===== src/rtl/rcpld_pkg.sv =====
// ----------------------------------------------------------------------------
// RC pulse LED drive package
// Shared widths, register indexes, sequencer states and the hue to RGB function.
// ----------------------------------------------------------------------------
package rcpld_pkg;

    localparam int CHANNELS      = 3;
    localparam int WIDTH_BITS    = 12;
    localparam int REG_W         = 12;
    localparam int CFG_IDX_W     = 3;
    localparam int HUE_W         = 9;
    localparam int DIV_Q_W       = 9;
    localparam int DIV_D_W       = REG_W;
    localparam int DIV_N_W       = DIV_D_W + DIV_Q_W;
    localparam int IN_TDATA_W    = 8;
    localparam int OUT_TDATA_W   = 72;

    localparam logic [REG_W-1:0] RST_MIN_VALID = 12'd800;
    localparam logic [REG_W-1:0] RST_MAX_VALID = 12'd2200;
    localparam logic [REG_W-1:0] RST_MAP_LOW   = 12'd1000;
    localparam logic [REG_W-1:0] RST_MAP_HIGH  = 12'd2000;
    localparam logic [REG_W-1:0] RST_ON_THRESH = 12'd1450;
    localparam logic [REG_W-1:0] RST_WIDTH     = 12'd1500;

    localparam logic [DIV_Q_W-1:0] FULL_BRIGHT = 9'd255;
    localparam logic [DIV_Q_W-1:0] FULL_HUE    = 9'd360;

    localparam logic [CFG_IDX_W-1:0] CFG_MIN_VALID = 3'd0;
    localparam logic [CFG_IDX_W-1:0] CFG_MAX_VALID = 3'd1;
    localparam logic [CFG_IDX_W-1:0] CFG_MAP_LOW   = 3'd2;
    localparam logic [CFG_IDX_W-1:0] CFG_MAP_HIGH  = 3'd3;
    localparam logic [CFG_IDX_W-1:0] CFG_ON_THRESH = 3'd4;

    typedef enum logic [2:0] {
        ST_IDLE,
        ST_LOAD_BRT,
        ST_DIV_BRT,
        ST_LOAD_HUE,
        ST_DIV_HUE,
        ST_FINISH
    } t_state;

    typedef struct packed {
        logic [7:0] red;
        logic [7:0] green;
        logic [7:0] blue;
    } t_rgb;

    function automatic t_rgb hue_to_rgb(input logic [HUE_W-1:0] hue);
        logic [2:0]  sector;
        logic [5:0]  rem;
        logic [HUE_W-1:0] base;
        logic [11:0] up_p;
        logic [11:0] dn_p;
        logic [7:0]  up;
        logic [7:0]  dn;
        t_rgb        res;
        if (hue >= 9'd300) begin
            sector = 3'd5; base = 9'd300;
        end else if (hue >= 9'd240) begin
            sector = 3'd4; base = 9'd240;
        end else if (hue >= 9'd180) begin
            sector = 3'd3; base = 9'd180;
        end else if (hue >= 9'd120) begin
            sector = 3'd2; base = 9'd120;
        end else if (hue >= 9'd60) begin
            sector = 3'd1; base = 9'd60;
        end else begin
            sector = 3'd0; base = 9'd0;
        end
        rem  = 6'(hue - base);
        up_p = 12'(rem) * 12'd17;
        dn_p = 12'(6'd60 - rem) * 12'd17;
        up   = up_p[9:2];
        dn   = dn_p[9:2];
        case (sector)
            3'd0: res = '{red: 8'd255, green: up,     blue: 8'd0};
            3'd1: res = '{red: dn,     green: 8'd255, blue: 8'd0};
            3'd2: res = '{red: 8'd0,   green: 8'd255, blue: up};
            3'd3: res = '{red: 8'd0,   green: dn,     blue: 8'd255};
            3'd4: res = '{red: up,     green: 8'd0,   blue: 8'd255};
            default: res = '{red: 8'd255, green: 8'd0, blue: dn};
        endcase
        return res;
    endfunction

endpackage


===== src/rtl/rcpld_div.sv =====
// ----------------------------------------------------------------------------
// RC pulse LED drive divider
// Restoring divider producing one quotient bit per cycle for a short quotient.
// ----------------------------------------------------------------------------
module rcpld_div #(
    parameter int N_W = rcpld_pkg::DIV_N_W,
    parameter int D_W = rcpld_pkg::DIV_D_W
) (
    input  logic           i_clk,
    input  logic           i_rst_n,
    input  logic           i_start,
    input  logic [N_W-1:0] i_num,
    input  logic [D_W-1:0] i_den,
    output logic           o_done,
    output logic [N_W-D_W-1:0] o_quo
);
    localparam int Q_W   = N_W - D_W;
    localparam int CNT_W = $clog2(Q_W + 1);

    logic             r_busy;
    logic             r_done;
    logic [CNT_W-1:0] r_cnt;
    logic [D_W-1:0]   r_rem;
    logic [D_W-1:0]   r_den;
    logic [Q_W-1:0]   r_lo;
    logic [Q_W-1:0]   r_quo;
    logic [D_W:0]     trial;
    logic             ge;

    assign trial = {r_rem, r_lo[Q_W-1]};
    assign ge    = trial >= {1'b0, r_den};

    always_ff @(posedge i_clk) begin
        if (!i_rst_n) begin
            r_busy <= 1'b0;
            r_done <= 1'b0;
            r_cnt  <= '0;
        end else begin
            r_done <= !i_start && r_busy && (r_cnt == CNT_W'(Q_W - 1));
            if (i_start) begin
                r_busy <= 1'b1;
                r_cnt  <= '0;
            end else if (r_busy) begin
                r_cnt <= r_cnt + 1'b1;
                if (r_cnt == CNT_W'(Q_W - 1)) begin
                    r_busy <= 1'b0;
                end
            end
        end
    end

    always_ff @(posedge i_clk) begin
        if (i_start) begin
            r_rem <= i_num[N_W-1:Q_W];
            r_lo  <= i_num[Q_W-1:0];
            r_den <= i_den;
        end else if (r_busy) begin
            r_rem <= ge ? D_W'(trial - {1'b0, r_den}) : trial[D_W-1:0];
            r_lo  <= r_lo << 1;
            r_quo <= {r_quo[Q_W-2:0], ge};
        end
    end

    assign o_done = r_done;
    assign o_quo  = r_quo;

endmodule


===== src/rtl/rc_pulse_to_led_drive.sv =====
// ----------------------------------------------------------------------------
// RC pulse to LED drive
// Measures three receiver pulse widths and maps them to LED drive levels.
// ----------------------------------------------------------------------------
// Each accepted word yields one result word after the brightness and hue divisions.
// A new word is taken only when idle, after the last result has entered the output register.
// The two scalings run one after the other through one bit-serial divider.
// Synchronous reset restores register defaults, clears counters and levels,
// and sets every stored width to 1500.
module rc_pulse_to_led_drive #(
    parameter int WIDTH_BITS = rcpld_pkg::WIDTH_BITS
) (
    input  logic                              i_clk,
    input  logic                              i_rst_n,
    input  logic                              s_axis_tvalid,
    output logic                              s_axis_tready,
    // ch1_level, ch2_level, ch3_level, then zero fill
    input  logic [rcpld_pkg::IN_TDATA_W-1:0]  s_axis_tdata,
    output logic                              m_axis_tvalid,
    input  logic                              m_axis_tready,
    // brightness, led_on, red, green, blue, ch1_width, ch2_width, ch3_width,
    // then zero fill
    output logic [rcpld_pkg::OUT_TDATA_W-1:0] m_axis_tdata,
    input  logic                              i_cfg_valid,
    output logic                              o_cfg_ready,
    input  logic [rcpld_pkg::CFG_IDX_W-1:0]   i_cfg_index,
    input  logic [rcpld_pkg::REG_W-1:0]       i_cfg_data
);
    import rcpld_pkg::*;

    t_state r_state, n_state;

    logic [REG_W-1:0] r_min, r_max, r_mlo, r_mhi, r_thr;

    logic [CHANNELS-1:0]   r_prev;
    logic [WIDTH_BITS-1:0] r_cnt   [CHANNELS];
    logic [REG_W-1:0]      r_width [CHANNELS];
    logic [WIDTH_BITS-1:0] n_cnt   [CHANNELS];
    logic [REG_W-1:0]      n_width [CHANNELS];

    logic [7:0]       r_bright;
    logic [HUE_W-1:0] r_hue;
    logic             r_out_valid;
    logic [OUT_TDATA_W-1:0] r_out_data;

    logic               in_acc;
    logic               div_start;
    logic               div_done;
    logic [DIV_Q_W-1:0] div_quo;
    logic [REG_W-1:0]   sel_w;
    logic [DIV_Q_W-1:0] sel_full;
    logic [REG_W-1:0]   diff;
    logic [DIV_N_W-1:0] num;
    logic [REG_W-1:0]   den;
    logic               degen;
    logic               w_low;
    logic               w_high;
    logic               on;
    logic               out_free;
    t_rgb               rgb;

    assign s_axis_tready = (r_state == ST_IDLE);
    assign in_acc        = s_axis_tvalid && s_axis_tready;
    assign o_cfg_ready   = 1'b1;
    assign out_free      = !r_out_valid || m_axis_tready;

    always_ff @(posedge i_clk) begin
        if (!i_rst_n) begin
            r_min <= RST_MIN_VALID;
            r_max <= RST_MAX_VALID;
            r_mlo <= RST_MAP_LOW;
            r_mhi <= RST_MAP_HIGH;
            r_thr <= RST_ON_THRESH;
        end else if (i_cfg_valid) begin
            case (i_cfg_index)
                CFG_MIN_VALID: r_min <= i_cfg_data;
                CFG_MAX_VALID: r_max <= i_cfg_data;
                CFG_MAP_LOW:   r_mlo <= i_cfg_data;
                CFG_MAP_HIGH:  r_mhi <= i_cfg_data;
                CFG_ON_THRESH: r_thr <= i_cfg_data;
                default: ;
            endcase
        end
    end

    always_comb begin
        for (int c = 0; c < CHANNELS; c++) begin
            n_cnt[c]   = r_cnt[c];
            n_width[c] = r_width[c];
            if (s_axis_tdata[c]) begin
                if (!r_prev[c]) begin
                    n_cnt[c] = WIDTH_BITS'(1);
                end else if (r_cnt[c] != {WIDTH_BITS{1'b1}}) begin
                    n_cnt[c] = r_cnt[c] + 1'b1;
                end
            end else if (r_prev[c]) begin
                if (r_cnt[c] >= WIDTH_BITS'(r_min) && r_cnt[c] <= WIDTH_BITS'(r_max)) begin
                    n_width[c] = r_cnt[c][REG_W-1:0];
                end
                n_cnt[c] = '0;
            end
        end
    end

    always_ff @(posedge i_clk) begin
        if (!i_rst_n) begin
            r_prev <= '0;
            for (int c = 0; c < CHANNELS; c++) begin
                r_cnt[c]   <= '0;
                r_width[c] <= RST_WIDTH;
            end
        end else if (in_acc) begin
            r_prev <= s_axis_tdata[CHANNELS-1:0];
            for (int c = 0; c < CHANNELS; c++) begin
                r_cnt[c]   <= n_cnt[c];
                r_width[c] <= n_width[c];
            end
        end
    end

    assign sel_w    = (r_state == ST_LOAD_HUE || r_state == ST_DIV_HUE) ? r_width[2]
                                                                        : r_width[0];
    assign sel_full = (r_state == ST_LOAD_HUE) ? FULL_HUE : FULL_BRIGHT;
    assign diff     = sel_w - r_mlo;
    assign num      = DIV_N_W'(diff) * DIV_N_W'(sel_full);
    assign den      = r_mhi - r_mlo;
    assign degen    = r_mhi <= r_mlo;
    assign w_low    = sel_w <= r_mlo;
    assign w_high   = sel_w >= r_mhi;

    rcpld_div #(
        .N_W (DIV_N_W),
        .D_W (DIV_D_W)
    ) u_div (
        .i_clk   (i_clk),
        .i_rst_n (i_rst_n),
        .i_start (div_start),
        .i_num   (num),
        .i_den   (den),
        .o_done  (div_done),
        .o_quo   (div_quo)
    );

    always_ff @(posedge i_clk) begin
        if (!i_rst_n) begin
            r_state <= ST_IDLE;
        end else begin
            r_state <= n_state;
        end
    end

    always_comb begin
        n_state   = r_state;
        div_start = 1'b0;
        case (r_state)
            ST_IDLE: begin
                if (in_acc) n_state = ST_LOAD_BRT;
            end
            ST_LOAD_BRT: begin
                div_start = 1'b1;
                n_state   = ST_DIV_BRT;
            end
            ST_DIV_BRT: begin
                if (div_done) n_state = ST_LOAD_HUE;
            end
            ST_LOAD_HUE: begin
                div_start = 1'b1;
                n_state   = ST_DIV_HUE;
            end
            ST_DIV_HUE: begin
                if (div_done) n_state = ST_FINISH;
            end
            ST_FINISH: begin
                if (out_free) n_state = ST_IDLE;
            end
            default: n_state = ST_IDLE;
        endcase
    end

    always_ff @(posedge i_clk) begin
        if (r_state == ST_DIV_BRT && div_done) begin
            if (degen || w_low) begin
                r_bright <= '0;
            end else if (w_high) begin
                r_bright <= FULL_BRIGHT[7:0];
            end else begin
                r_bright <= div_quo[7:0];
            end
        end
        if (r_state == ST_DIV_HUE && div_done) begin
            if (degen || w_low || w_high) begin
                r_hue <= '0;
            end else begin
                r_hue <= div_quo;
            end
        end
    end

    assign on  = r_width[1] > r_thr;
    assign rgb = hue_to_rgb(r_hue);

    always_ff @(posedge i_clk) begin
        if (!i_rst_n) begin
            r_out_valid <= 1'b0;
        end else if (r_state == ST_FINISH && out_free) begin
            r_out_valid <= 1'b1;
        end else if (m_axis_tready) begin
            r_out_valid <= 1'b0;
        end
    end

    always_ff @(posedge i_clk) begin
        if (r_state == ST_FINISH && out_free) begin
            r_out_data <= {3'b000, r_width[2], r_width[1], r_width[0],
                           on ? rgb.blue : 8'd0, on ? rgb.green : 8'd0,
                           on ? rgb.red : 8'd0, on, on ? r_bright : 8'd0};
        end
    end

    assign m_axis_tvalid = r_out_valid;
    assign m_axis_tdata  = r_out_data;

endmodule

===== config.mk =====
export PLATFORM = sky130hd
export DESIGN_NAME = rc_pulse_to_led_drive
export DESIGN_NICKNAME = d
export VERILOG_FILES = /design/src/rtl/rcpld_pkg.sv /design/src/rtl/rcpld_div.sv /design/src/rtl/rc_pulse_to_led_drive.sv
export SDC_FILE = /design/constraint.sdc
export NUM_CORES = 1
export LEC_CHECK = 0
export BUFFER_PORTS_ARGS = -buffer_cell sky130_fd_sc_hd__buf_2
export CORE_UTILIZATION = 50
export CTS_CLUSTER_DIAMETER = 200
export DETAILED_ROUTE_END_ITERATION = 12
export HOLD_SLACK_MARGIN = 0.03
export PLACE_DENSITY = 0.67
export SKIP_CTS_REPAIR_TIMING = 1
export SLEW_MARGIN = 20
export SYNTH_ARGS = -nofsm -noshare
export SYNTH_HDL_FRONTEND = slang
export SYNTH_SLANG_ARGS = --single-unit

===== constraint.sdc =====
create_clock -name i_clk -period 17.6 [get_ports i_clk]
set_clock_uncertainty 0.1 [all_clocks]
set_input_delay 2.64 -clock i_clk [delete_from_list [all_inputs] [get_ports i_clk]]
set_output_delay 2.64 -clock i_clk [all_outputs]
set_load 0.005 [all_outputs]

==> flow_metrics.py <==
metrics = {
    "sta": {
        "tns_ps": 0,
        "rsz0062_at_grt": "no",
        "setup_viol": 0,
        "drv_slew": 0,
        "hold_violations": 0,
        "max_slew_margin": 0.270,
        "finalCriticalPeriod_ps": 9080,
        "min_period_over_period": 0.516,
        "fmax_mhz": 110,
        "worstMarginPinSlew_ps": 1090,
    },
    "synth": {
        "synthSimpleGateAreaFrac": 0.130,
        "synth_top_family_by_area": "adder cells",
        "synth-xor-area-share": 0.0421,
        "synth_cell_types": 68,
        "yosysWarnings": 0,
        "synth_adder_area_share": 0.212,
        "yosysTopAreaCellShare": 0.328,
        "synth-edff-count": 200,
        "postSynthRegisterBits": 273,
        "yosys.area.top_type": "edfxtp_1",
        "async_flop_share": 0,
        "syn_avg_cell_area_um2": 10.2,
        "netlist_area_um2": 18300,
        "ys.flop_type": "edfxtp_1",
        "synth_compound_gate_area_share": 0.138,
        "synthCells": 1799,
        "synthTopCellsByArea": "edfxtp_1 33%, ha_1 14%, dfxtp_1 8.0%",
        "synthMuxAreaShare": 0.0128,
        "seq_area_frac_synth": 0.408,
    },
    "route": {
        "via_count": 13200,
        "dr.pass1.iters": 9,
        "wl_per_cell_um": 18.3,
        "antenna_left": 0,
        "vias_per_cell": 5.61,
        "drc": 6,
        "drt_iter0_drc": 911,
        "wl_um": 43300,
    },
    "clock_tree": {
        "cts_buffer_depth": 3,
        "clock_sinks": 273,
        "cts_buffers": 29,
        "path_clk_slew_ps": 70,
        "cts_tree": "done",
        "root_buffer": "clkbuf_16",
        "cts_max_level": 1,
        "clk_latency_ps": 570,
    },
    "global_route": {
        "grt_overflow": 0,
        "grt_pass1_wl_um": 69700,
        "antenna_found_initial": 1,
        "grt_use_total": 0.235,
        "grt_pass1_vias": 12900,
        "grt_max_degree": 79,
    },
    "pwr": {
        "total_power_mw": 3.55,
        "powerDensity_nw_per_um2": 176,
        "ir_drop_v": 0.000260,
        "leakage_nw": 8.52,
    },
    "status": {
        "status": "finished, violations left",
        "violations": "DRC",
    },
    "critical_path": {
        "cp_common_cell": "inv_1",
        "critPathMaxStageDelay_ps": 570,
        "worstSetupEndpointType": "flip-flop",
        "cp.required_ps": 17800,
        "arrival_ps": 9280,
        "slowest_stage": "fa_1",
        "start_kind": "flip-flop",
        "crit_type": "reg -> reg",
        "critPathMaxFanout": 35,
    },
    "layout": {
        "drive_above_1_share": 0.0985,
        "nNetsFinal": 2177,
        "syn_to_final_growth_pct": 10.3,
        "multiInputGateArea_um2": 9830,
        "final_area_um2": 20200,
        "nFillCells": 3076,
        "diodes": 0,
        "final_util": 0.564,
        "regArea_um2": 7470,
        "fin_cells": 2360,
    },
    "floorplan": {
        "core_area_um2": 35800,
        "die_w_um": 193,
        "initial_core_util": 0.511,
        "die_area_um2": 37400,
        "ios": 103,
        "die_h_um": 193,
        "num_rows": 69,
    },
    "min_path": {
        "hp-class": "reg -> reg",
    },
    "placed_design": {
        "io_buffers": 93,
        "dp_hpwl_um": 33200,
        "gp_congestion": 0.849,
        "dpl.cell_count": 2306,
        "placed_cell_area_um2": 19200,
    },
    "run": {
        "drv_cap": 0,
    },
}
==> layout make-up <==
| cell class | instances | share of cell area |
|---|---|---|
| well taps | 461 | 0.0286 |
| clock inverters | 15 | 0.00787 |
| inverters | 201 | 0.0373 |
| flip-flops and latches | 273 | 0.370 |
| multi-input cells | 1262 | 0.487 |
| clock buffers | 39 | 0.0409 |
| repair buffers | 109 | 0.0290 |
==> metrics by stage <==
stage / hold slack (ps) / setup WS (ps)
final: 342 / 8520
after global routing: 346 / 8030
after CTS: 328 / 8610
after detailed placement: 334 / 8660
after global placement: 328 / 8690
after floorplan: 320 / 9510
==> cells in the final DEF (no fill, tap or decap), types with 10 or more instances in the layout <==
cell type and count:
or3_1 11, nand4_1 22, o211ai_1 31, xor2_1 29
a21o_1 48, nand3_1 32, clkbuf_16 31, mux2_2 12
nand2b_1 38, nor3_1 22, nor2b_1 16, fa_1 63
o21ai_0 61, a211oi_1 13, o21bai_1 10, nand2_1 188
and2_1 33, a21oi_1 79, ha_1 210, nor2_1 109
buf_2 93, mux2i_1 10, inv_1 201, buf_4 16
a221oi_1 10, xnor2_1 54, o21a_1 30, edfxtp_1 200
dfxtp_1 73, a21boi_0 41
==> metal layers <==
| metal | vias to the layer above | wire length (µm) | GRT usage |
|---|---|---|---|
| met4 | 0 | 1300 | 0.0687 |
| met3 | 65 | 2410 | 0.0275 |
| li1 | 6432 | - | - |
| met2 | 397 | 19100 | 0.372 |
| met5 | - | 0 | 0 |
| met1 | 6340 | 20500 | 0.337 |
==> path summary, 6_finish.rpt <==
kind,start,to,slack (ps),cells after the start
worst max-delay path,r_state[2]$_SDFFE_PN0P_,u_div.r_rem[11]$_DFFE_PP_,8520,34
worst min-delay path,r_width[0][1]$_SDFFCE_PN0P_,m_axis_tdata[34]$_DFFE_PP_,340,0
worst max register to register,r_state[2]$_SDFFE_PN0P_,u_div.r_rem[11]$_DFFE_PP_,8520,34
worst min register to register,r_width[0][1]$_SDFFCE_PN0P_,m_axis_tdata[34]$_DFFE_PP_,340,0
==> worst max-delay path, delay by kind of cell (launching register included) <==
family | cells | cell delay (ps)
buffers and inverters | 8 | 980
AO/OA/AOI/OAI | 11 | 2320
AND/OR/NAND/NOR | 5 | 1080
XOR/XNOR | 2 | 530
flip-flops | 1 | 430
adder cells (fa/ha/maj) | 7 | 2950
multiplexers | 1 | 390
==> power by group <==
part	switching, mW	internal [mW]
registers	0.0318	0.758
logic	1.20	0.936
clock network	0.255	0.374
total	1.48	2.07
==> registers in the layout, indices dropped and copies added (netlist names) <==
| name | flops |
|---|---|
| r_cnt | 36 |
| r_bright | 8 |
| u_div.r_den | 12 |
| u_div.r_rem | 12 |
| r_hue | 9 |
| r_mhi | 12 |
| u_div.r_busy | 1 |
| r_state | 3 |
| u_div.r_cnt | 4 |
| m_axis_tdata | 69 |
| r_mlo | 12 |
| r_prev | 3 |
| r_width | 36 |
| u_div.o_done | 1 |
| r_max | 12 |
| m_axis_tvalid | 1 |
| u_div.o_quo | 9 |
| r_min | 12 |
| u_div.r_lo | 9 |
| r_thr | 12 |
==> cells by family (layout without fill, tap and decap cells) <==
group,after synthesis,count (layout)
AOI/OAI and AO/OA,375,375
other,2,4
xor gates and xnor gates,85,85
muxes,22,22
DFF,273,273
buffers and inverters,266,364
adders and majority gates,273,273
and+or+nand+nor,503,503
==> cells in the mapped netlist, types with 10 or more instances <==
cell        n
nand3_1    32
fa_1       63
o21a_1     30
nand2_1   188
a21boi_0   41
nor2b_1    17
o211ai_1   31
nand4_1    22
xor2_1     29
mux2_2     12
nand2b_1   38
a211oi_1   13
mux2i_1    10
nor2_1    109
o21ai_0    61
inv_1     201
a221oi_1   10
ha_1      210
a21oi_1    79
dfxtp_1    73
clkbuf_1   54
or3_1      11
edfxtp_1  200
and2_1     33
xnor2_1    54
o21bai_1   10
a21o_1     48
nor3_1     22
(Power assumes the default switching activity.)
